## config.mk

```make
export PLATFORM = sky130hd
export DESIGN_NAME = dhma_ram
export DESIGN_NICKNAME = d
export VERILOG_FILES = /design/src/detector_hit_merge_accumulator_assert.svh /design/src/dhma_ram.sv
export SDC_FILE = /design/constraint.sdc
export NUM_CORES = 1
export LEC_CHECK = 0
export BUFFER_PORTS_ARGS = -buffer_cell sky130_fd_sc_hd__buf_2
export CAP_MARGIN = 10
export CORE_ASPECT_RATIO = 0.6
export CORE_MARGIN = 2
export CORE_UTILIZATION = 50
export CTS_CLUSTER_SIZE = 8
export DETAILED_ROUTE_END_ITERATION = 8
export PLACE_DENSITY = 0.78
export SYNTH_ARGS = -nofsm -noshare
export SYNTH_HDL_FRONTEND = slang
export SYNTH_SLANG_ARGS = --single-unit
```

## constraint.sdc

```tcl
create_clock -name clk_i -period 2.5 [get_ports clk_i]
set_clock_uncertainty 0.15 [all_clocks]
set_input_delay 0.375 -clock clk_i [delete_from_list [all_inputs] [get_ports clk_i]]
set_output_delay 0.375 -clock clk_i [all_outputs]
set_load 0.02 [all_outputs]
```

## src/detector_hit_merge_accumulator_assert.svh

```systemverilog
// Assertion macros shared by the merge accumulator RTL.
// No dependencies.
`ifndef DETECTOR_HIT_MERGE_ACCUMULATOR_ASSERT_SVH
`define DETECTOR_HIT_MERGE_ACCUMULATOR_ASSERT_SVH

// Implication checked on every clock edge outside reset.
`define DHMA_ASSERT_IMP(label, clk, rst_n, ante, cons, msg) \
  label: assert property (@(posedge clk) disable iff (!rst_n) (ante) |-> (cons)) \
    else $error(msg);

// Next-cycle implication.
`define DHMA_ASSERT_NXT(label, clk, rst_n, ante, cons, msg) \
  label: assert property (@(posedge clk) disable iff (!rst_n) (ante) |=> (cons)) \
    else $error(msg);

`endif

```

## src/dhma_ram.sv

```systemverilog
// Generic single-port-write, single-port-read RAM with registered read.
// No dependencies.
`timescale 1ns / 1ps
module dhma_ram #(
  parameter int unsigned Width = 8,
  parameter int unsigned Depth = 16
) (
  input  logic                     clk_i,
  input  logic                     we_i,
  input  logic [$clog2(Depth)-1:0] waddr_i,
  input  logic [Width-1:0]         wdata_i,
  input  logic [$clog2(Depth)-1:0] raddr_i,
  output logic [Width-1:0]         rdata_o
);
  logic [Width-1:0] mem_q [Depth];

  always_ff @(posedge clk_i) begin
    if (we_i) mem_q[waddr_i] <= wdata_i;
    rdata_o <= mem_q[raddr_i];
  end
endmodule

```

==> results.md <==
* Outcome: complete, no violations
* Pre-Repair DR Iteration Count at 5
* Startpoint types: input pin
* Hold path cells at 1
* Gr ovfl total at 0
* Synth cell types at 19
* Area added between synthesis and finish at 18.4%
* CP arrival at about 1700 ps
* Synth warn at 0
* Hold Crit Class: input pin to flop
* Initial antenna violation count at 0
* Placed cell count at 400
* Antenna-violating nets left at 0
* Post-layout nets at 302
* Clk_lat worst skew at 410 ps
* Syn_nets at 247
* Critical Path RT at about 2700 ps
* Fin cells at 432
* Clock-pin transition on the worst setup and hold timing paths at roughly 50 ps
* Reg area at 4000 sq um
* Rows at 28
* Total of fill cells in the finished design at between 600 and 700
* Synthesized area at around 5100 sq um
* Most common cell in the netlist: edfxtp_1
* Critical Path Fanout Max at 32
* Sequential share of the synthesized area at 0.778
* Clock buffer depth at 2
* Largest net degree at the start of global routing at 33
* Worst Tran Pin Value at 721 ps
* CTS resizes at 0
* Synthesis-stage register bit count at 136
* RSZ-0062 raised after global routing: no
* Drt total wl at between 9000 and 10000 um
* Port Buffers at 25
* Cts hold-fix bufs at 0
* CTS buffer count at 17
* Area of the multi-input gates at 1060 sq um
* First-pass GRT wire length at around 15000 um
* Final Cycle Share at 0.611
* Full die area at 11100 sq um
* Maximum vdd drop at around 0.55 mV
* WL/cell at roughly 23 um
* Vias at 2500
* R2R setup slack at 1030 ps
* Setup Viol. Count Final at 0
* Pre-CTS setup slack at about 520 ps
* Top post-synthesis cells by count: edfxtp_1, mux4_2, a22oi_1, mux4_1, nor2_1
* Initial drt markers at 204
* Synth area leaders: edfxtp_1, mux4_2, mux4_1
* # DRC at 0
* Clk root buf: clkbuf_16
* R2R Path Start: mem_q[1][1]
* Post-DP HPWL at between 6000 and 7000 um
* Top cell type's share of synthesized area at 0.747
* Vias per cell at approximately 5.8
* Core Region at 9950 sq um
* Htree depth at 4
* Fin. max-slew vios at 0
* Slew headroom at 0.518
* CTS tree: done
* Initial Utilization at 0.517
* Setup TNS at 0 ps
* Avg Cell Area, Syn at 22.5 sq um
* Die Width at 135 um
* Fraction of layout cells with a size suffix above 1 at 0.316
* Vias in the first global route at around 2500
* GRT Total Usage at 0.200
* WS Path Type: input pin to flop
* Ys async rst share at 0
* Hold Startpoint: wdata_i[6]
* Post-Syn Instances at about 230
* Final setup margin at between 900 and 1000 ps
* Fmax at 655 MHz
* P_leak at 2.10 nW
* Die H at just over 80 um
* Final GP Congestion at 0.806
* Final hold vios at 0
* # clock sinks at between 100 and 150
* Hold Path End: mem_q[9][6]
* Max Cap Violations at 0
* Post-synth EDFFs at 128
* Worst R2R Path Depth at 3
* I/O Pins at 26
* Reg2reg end: rdata_o[1]
* Minimum clock period at about 1500 ps
* Setup Fix Bufs, Post-CTS at 0
* Inserted Diodes at 0
* P per Cell Area at 841 nW/um^2
* Top_reg_cell synth: edfxtp_1
* Crit end category: flop
* Synth area leader: edfxtp_1
-- layout make-up --
cell class,count,area share
clock buffer,22,0.0794
clock inverter,10,0.0123
multi-input combinational,83,0.173
sequential,136,0.657
tap,135,0.0277
timing repair buffer,46,0.0505
-- placed cells by master, fill, tap and decap left out, types with 2 or more instances in the layout --
master | netlist | layout
buf_12 | 0 | 2
buf_4 | 1 | 19
mux4_2 | 18 | 18
nor2_1 | 13 | 13
buf_2 | 3 | 25
dfxtp_1 | 8 | 8
edfxtp_1 | 128 | 128
clkbuf_8 | 0 | 4
nand3b_1 | 2 | 2
a22oi_1 | 16 | 16
nand2_1 | 9 | 9
clkinv_2 | 0 | 6
clkbuf_16 | 0 | 17
nand2b_1 | 2 | 2
mux4_1 | 14 | 14
clkinv_1 | 0 | 2
nor3_1 | 4 | 4
-- registers in the layout, indices dropped and copies added (netlist names) --
name	count
mem_q	128
rdata_o	8
-- per-stage QoR --
step | utilization | area [sq um] | power (W) | hold WS (ps)
floorplan | - | 5150 | 0.00276 | 324
global placement | 0.557 | 5540 | 0.00286 | 507
detailed placement | 0.557 | 5540 | 0.00287 | 513
CTS | 0.613 | 6100 | 0.00518 | 178
global route | 0.613 | 6100 | 0.00529 | 195
finish | 0.613 | 6100 | 0.00513 | 191
-- worst max-delay path, stage by stage --
cell and delay [ps]:
buf_2 110, buf_12 250, mux4_1 590, a22oi_1 260, nand2_1 80
-- report_power, final --
part	internal [W]	switching (W)
logic	0.000103	0.000149
registers	0.00255	0.0000184
clock network	0.00145	0.000854
-- worst max-delay path by stage --
stage                from     endpoint  slack [ps]  depth (start not counted)
4_1_cts        raddr_i[0]   rdata_o[0]         960                          5
3_3_place_gp   raddr_i[0]   rdata_o[1]         550                          5
6_report       raddr_i[0]   rdata_o[0]         970                          5
3_5_place_dp   raddr_i[0]   rdata_o[0]         520                          5
5_1_grt        raddr_i[0]   rdata_o[1]         920                          5
2_1_floorplan  waddr_i[2]  mem_q[0][0]         480                          2
-- logic make-up (layout without fill, tap and decap cells) --
group / after synthesis / after routing / share of synthesized area
DFF: 136 / 136 / 0.778
and+or+nand+nor: 35 / 35 / 0.0318
muxes: 32 / 32 / 0.150
AOI/OAI and AO/OA: 16 / 16 / 0.0233
buffers and inverters: 10 / 78 / 0.0168
-- layer usage --
layer  GRT usage  vias up  share of wire
met4      0.0781        0         0.0082
li1            -     1085              -
met5           0        -              0
met1       0.289     1289           0.47
met3      0.0580       14          0.077
met2       0.292      112           0.45
(Power assumes the default switching activity.)
