==> config.mk <==
export PLATFORM = sky130hd
export DESIGN_NAME = dhma_div
export DESIGN_NICKNAME = d
export VERILOG_FILES = /design/src/detector_hit_merge_accumulator_assert.svh /design/src/dhma_pkg.sv /design/src/dhma_div.sv
export SDC_FILE = /design/constraint.sdc
export NUM_CORES = 1
export LEC_CHECK = 0
export BUFFER_PORTS_ARGS = -buffer_cell sky130_fd_sc_hd__buf_4
export CAP_MARGIN = 25
export CORE_ASPECT_RATIO = 0.9
export CORE_MARGIN = 10
export CORE_UTILIZATION = 35
export DETAILED_ROUTE_END_ITERATION = 12
export PLACE_DENSITY_LB_ADDON = 0.3
export SYNTH_ARGS = -nofsm -noshare
export SYNTH_HDL_FRONTEND = slang
export SYNTH_SLANG_ARGS = --single-unit
export TNS_END_PERCENT = 5
==> constraint.sdc <==
create_clock -name clk_i -period 9.7 [get_ports clk_i]
set_input_delay 0 -clock clk_i [delete_from_list [all_inputs] [get_ports clk_i]]
set_output_delay 0 -clock clk_i [all_outputs]
set_load 0.01 [all_outputs]
==> src/detector_hit_merge_accumulator_assert.svh <==
// Assertion macros shared by the merge accumulator RTL.
// No dependencies.
`ifndef DETECTOR_HIT_MERGE_ACCUMULATOR_ASSERT_SVH
`define DETECTOR_HIT_MERGE_ACCUMULATOR_ASSERT_SVH

// Implication checked on every clock edge outside reset.
`define DHMA_ASSERT_IMP(label, clk, rst_n, ante, cons, msg) \
  label: assert property (@(posedge clk) disable iff (!rst_n) (ante) |-> (cons)) \
    else $error(msg);

// Next-cycle implication.
`define DHMA_ASSERT_NXT(label, clk, rst_n, ante, cons, msg) \
  label: assert property (@(posedge clk) disable iff (!rst_n) (ante) |=> (cons)) \
    else $error(msg);

`endif

==> src/dhma_pkg.sv <==
// Package for the detector hit merge accumulator: widths, codes, entry type.
// No dependencies.
`timescale 1ns / 1ps
package dhma_pkg;
  localparam int unsigned TimeW = 24;
  localparam int unsigned EnergyW = 24;
  localparam int unsigned PartW = 8;
  localparam int unsigned TrackW = 16;
  localparam int unsigned SectorW = 5;
  localparam int unsigned EntryW = TimeW + EnergyW + PartW + TrackW;

  localparam logic [1:0] KindDeposit = 2'd0;
  localparam logic [1:0] KindHit     = 2'd1;
  localparam logic [1:0] KindEmpty   = 2'd2;

  localparam logic [1:0] StMerged  = 2'd0;
  localparam logic [1:0] StCreated = 2'd1;
  localparam logic [1:0] StFull    = 2'd2;
  localparam logic [1:0] StIgnored = 2'd3;

  localparam logic OpDeposit = 1'b0;
  localparam logic OpReadout = 1'b1;

  localparam logic CfgWindow    = 1'b0;
  localparam logic CfgThreshold = 1'b1;

  typedef struct packed {
    logic [TimeW-1:0]   tm;
    logic [EnergyW-1:0] en;
    logic [PartW-1:0]   pk;
    logic [TrackW-1:0]  tr;
  } entry_t;

  // Divider handshake.
  typedef struct packed {
    logic busy;
    logic done;
  } div_stat_t;
endpackage

==> src/dhma_div.sv <==
// Restoring divider, one quotient bit per cycle, for the weighted time mean.
// Depends on dhma_pkg.
`timescale 1ns / 1ps
module dhma_div (
  input  logic                  clk_i,
  input  logic                  rst_ni,
  input  logic                  start_i,
  input  logic [48:0]           num_i,
  input  logic [24:0]           den_i,
  output logic [23:0]           quo_o,
  output dhma_pkg::div_stat_t   stat_o
);
  // Quotient is the mean of two 24-bit times, so it fits in 24 bits.
  logic [48:0] rem_q, rem_d;
  logic [24:0] den_q;
  logic [23:0] quo_q, quo_d;
  logic [4:0]  cnt_q;
  logic        busy_q, done_q;
  logic [49:0] trial;

  always_comb begin
    trial = {1'b0, rem_q} - ({25'd0, den_q} << cnt_q);
    rem_d = rem_q;
    quo_d = quo_q;
    if (!trial[49]) begin
      rem_d = trial[48:0];
      quo_d[cnt_q] = 1'b1;
    end
  end

  always_ff @(posedge clk_i or negedge rst_ni) begin
    if (!rst_ni) begin
      busy_q <= 1'b0;
      done_q <= 1'b0;
      cnt_q  <= '0;
    end else begin
      done_q <= 1'b0;
      if (start_i) begin
        busy_q <= 1'b1;
        cnt_q  <= 5'd23;
      end else if (busy_q) begin
        if (cnt_q == 5'd0) begin
          busy_q <= 1'b0;
          done_q <= 1'b1;
        end else begin
          cnt_q <= cnt_q - 5'd1;
        end
      end
    end
  end

  always_ff @(posedge clk_i) begin
    if (start_i) begin
      rem_q <= num_i;
      den_q <= den_i;
      quo_q <= '0;
    end else if (busy_q) begin
      rem_q <= rem_d;
      quo_q <= quo_d;
    end
  end

  assign quo_o = quo_q;
  assign stat_o.busy = busy_q;
  assign stat_o.done = done_q;
endmodule

==> reports/qor.csv <==
metric,value,unit
status,finished clean,
antenna_found_initial,0,
grt_overflow,0,
crit_arrival,5.62,ns
num_rows,53,
crit_buf_inv,2,
synth-xor-area-share,4.46,%
fp.dieW,184,um
cts_setup_buffers,0,
drtIter0Drc,812,
root_buffer,clkbuf_16,
fin_nets,1242,
slowest_stage,dfrtp_1,
cts_buffers,9,
synth_compound_area_share,24.0,%
grt_pass1_wl,40300,um
coreArea,23500,sq um
avgSynthCellArea,8.56,sq um
start_kind,register,
place.gp.congestion,0.921,
portBuffers,102,
min_path_type,primary input to register,
grt_pass1_vias,7474,
finClkSkew,0.00867,ns
die-height,167,um
cts_tree,done,
grtUsageTotal,16.2,%
holdPathStages,3,
syn-num-nets,1118,
fin_total_pwr,2.74,mW
yosysUniqueCellTypes,69,
routed_wirelength,25400,um
drc,0,
path_cells,inv_2 -> o21ai_0 -> nor2_1 -> a21oi_1 -> nand2b_1 -> ha_1 -> a21oi_1 -> o21ba_2 -> o21a_1 -> a31o_2 -> o21a_1 -> o21ai_2 -> a21oi_1 -> xor2_2 -> o21ai_4 -> buf_4,
fmax,0.178,GHz
htreeDepth,3,
diodes,0,
netlist_area,8450,sq um
drive_gt1_share,14.5,%
crit_cells,16,
hold_viol_final,0,
finalCritPeriodShare,58.0,%
drv_cap,0,
power.density,263,nW/um^2
synth-simple-area-share,16.6,%
layout_setup_ws,4.08,ns
viasPerCell,5.44,
ir_drop,0.000113,V
period_needed,5.62,ns
tns,0,ns
worstSkewPairLatency,0.36,ns
synth_edf_count,74,
crit_family,compound AO/OA/AOI/OAI gates,
p_leak,4.30,nW
io_pins,103,
slew_violations,0,
critPathKind,register to register,
drtPass1Iterations,5,
antenna_left,0,
worstMarginPinSlew,0.927,ns
areaGrowthSynthToFinish,23.0,%
cts_buffer_depth,2,
dieArea,30800,sq um
critPathMaxFanout,49,
ys.flop_type,edfxtp_1,
r2r_cells,16,
critPathMaxStageDelay,0.96,ns
routedWlPerCell,17.9,um
cp_data_required_time,9.69,ns
yosysSeqAreaShare,34.1,%
cp-end-kind,register,
initial_core_util,35.9,%
ys_ff_latch,105,
async_reset_ff_share,6.67,%
slew_headroom,38.2,%
synthAdderAreaFrac,8.09,%
grt_max_degree,86,
clkSlewWorstSetupHoldPaths,0.08,ns
setup_viol,0,
place_worst_setup_slack,4.18,ns
clock-sinks,105,
ys_warn_count,0,
whs,0.0628,ns
via_count,7721,
hpwl,19500,um
synth_top_family_by_area,compound AO/OA/AOI/OAI gates,
cp_common_cell,a21oi_1,
synth_mux_area_share,7.20,%
synthCells,987,
rsz0062_at_grt,no,
utilization,44.2,%
## tightest hold or removal path, stage by stage
cell	delay [ns]
buf_4	0.11
nor2_1	0.10
a311oi_1	0.05
## worst paths after layout
check | from | end | slack, ns
setup / recovery | cnt_q[2]$_DFFE_PN0P_ | rem_q[45]$_DFFE_PP_ | 4.08
hold / removal | num_i[47] | rem_q[47]$_DFFE_PP_ | 0.06
setup reg to reg | cnt_q[2]$_DFFE_PN0P_ | rem_q[45]$_DFFE_PP_ | 4.08
hold reg to reg | quo_o[15]$_SDFFE_PP0P_ | quo_o[15]$_SDFFE_PP0P_ | 0.46
max in group asynchronous | rst_ni | cnt_q[1]$_DFFE_PN0P_ | 8.73
min in group asynchronous | rst_ni | done_q$_DFF_PN0_ | 0.66
## state kept, by name (all words and copies together) (netlist names)
| signal | flops |
|---|---|
| quo_o | 24 |
| cnt_q | 5 |
| den_q | 25 |
| busy_q | 1 |
| done_q | 1 |
| rem_q | 49 |
## layout by cell type, fill, tap and decap left out, types with 6 or more instances in the layout
cell type and n:
ha_1 53, a21oi_1 69, o21a_1 6, buf_4 108, dfrtp_1 7, mux2_2 6
mux2i_1 27, o21bai_1 10, dlygate4sd3_1 71, nand2b_1 11, nand3_1 18, o31ai_1 7
a311oi_1 6, edfxtp_1 74, nand2_1 159, inv_1 49, and2_1 6, mux4_2 12
xor2_1 23, nor2b_1 12, or3_1 6, xnor2_1 19, nor2_1 52, nand4_1 15
a31oi_1 9, clkbuf_16 9, dfxtp_1 24, o21ai_0 86, nor3_1 14, o32ai_1 25
a21o_1 37, a211oi_1 9
## where the power goes
part           total [mW]  internal, mW  switching [mW]
logic                1.65         0.666           0.985
registers           0.722         0.658          0.0642
clock network       0.366         0.182           0.183
total                2.74          1.51            1.23
## final cells by class
| class | instances | area (sq um) |
|---|---|---|
| Timing Repair Buffer | 180 | 1540 |
| Multi-Input combinational cell | 765 | 5120 |
| Clock inverter | 7 | 71.3 |
| Fill cell | 2323 | 13100 |
| Tap cell | 302 | 378 |
| Sequential cell | 105 | 2880 |
| Inverter | 50 | 188 |
| Clock buffer | 9 | 225 |
## timing repair
| item | in CTS | in global routing |
|---|---|---|
| hold buffers | 71 | 0 |
| endpoints found under the hold margin | 76 | 0 |
| resized for setup | 0 | 0 |
## cells by family (layout without fill, tap and decap cells)
group,Yosys count,count (layout)
flip-flops,105,105
AO/OA/AOI/OAI,310,310
XOR/XNOR,43,43
buffers and inverters,117,246
adder cells (fa/ha/maj),54,54
AND/OR/NAND/NOR,313,313
multiplexers,45,45
## Yosys cell counts (11+ instances only)
| cell | count | area share (%) |
|---|---|---|
| nand2_1 | 159 | 7.1 |
| o21ai_0 | 87 | 5.2 |
| edfxtp_1 | 74 | 26 |
| a21oi_1 | 69 | 4.1 |
| ha_1 | 53 | 7.9 |
| nor2_1 | 52 | 2.3 |
| inv_1 | 49 | 2.2 |
| clkbuf_1 | 48 | 2.1 |
| a21o_1 | 37 | 3.3 |
| mux2i_1 | 27 | 3.2 |
| o32ai_1 | 25 | 2.6 |
| dfxtp_1 | 24 | 5.7 |
| xor2_1 | 24 | 2.5 |
| xnor2_1 | 19 | 2.0 |
| nand3_1 | 18 | 1.1 |
| nand4_1 | 15 | 1.1 |
| nor3_1 | 14 | 0.83 |
| mux4_2 | 12 | 3.2 |
| nor2b_1 | 12 | 0.89 |
| nand2b_1 | 11 | 0.81 |
## per-stage QoR
stage | instance area, sq um | std cells
4_1_cts | 10400 | 1418
2_1_floorplan | 8450 | 987
6_report | 10400 | 1418
5_1_grt | 10400 | 1418
3_3_place_gp | 9370 | 1330
3_5_place_dp | 9390 | 1331
## per-layer routing
metal  share of wire, %  track usage [%]  vias up
met1                 48             23.1     3614
met3                5.8             2.99       22
met2                 45             24.8      205
met5                  0                0        -
met4                1.2             3.13        0
li1                   -                -     3880
(Power assumes the default switching activity.)
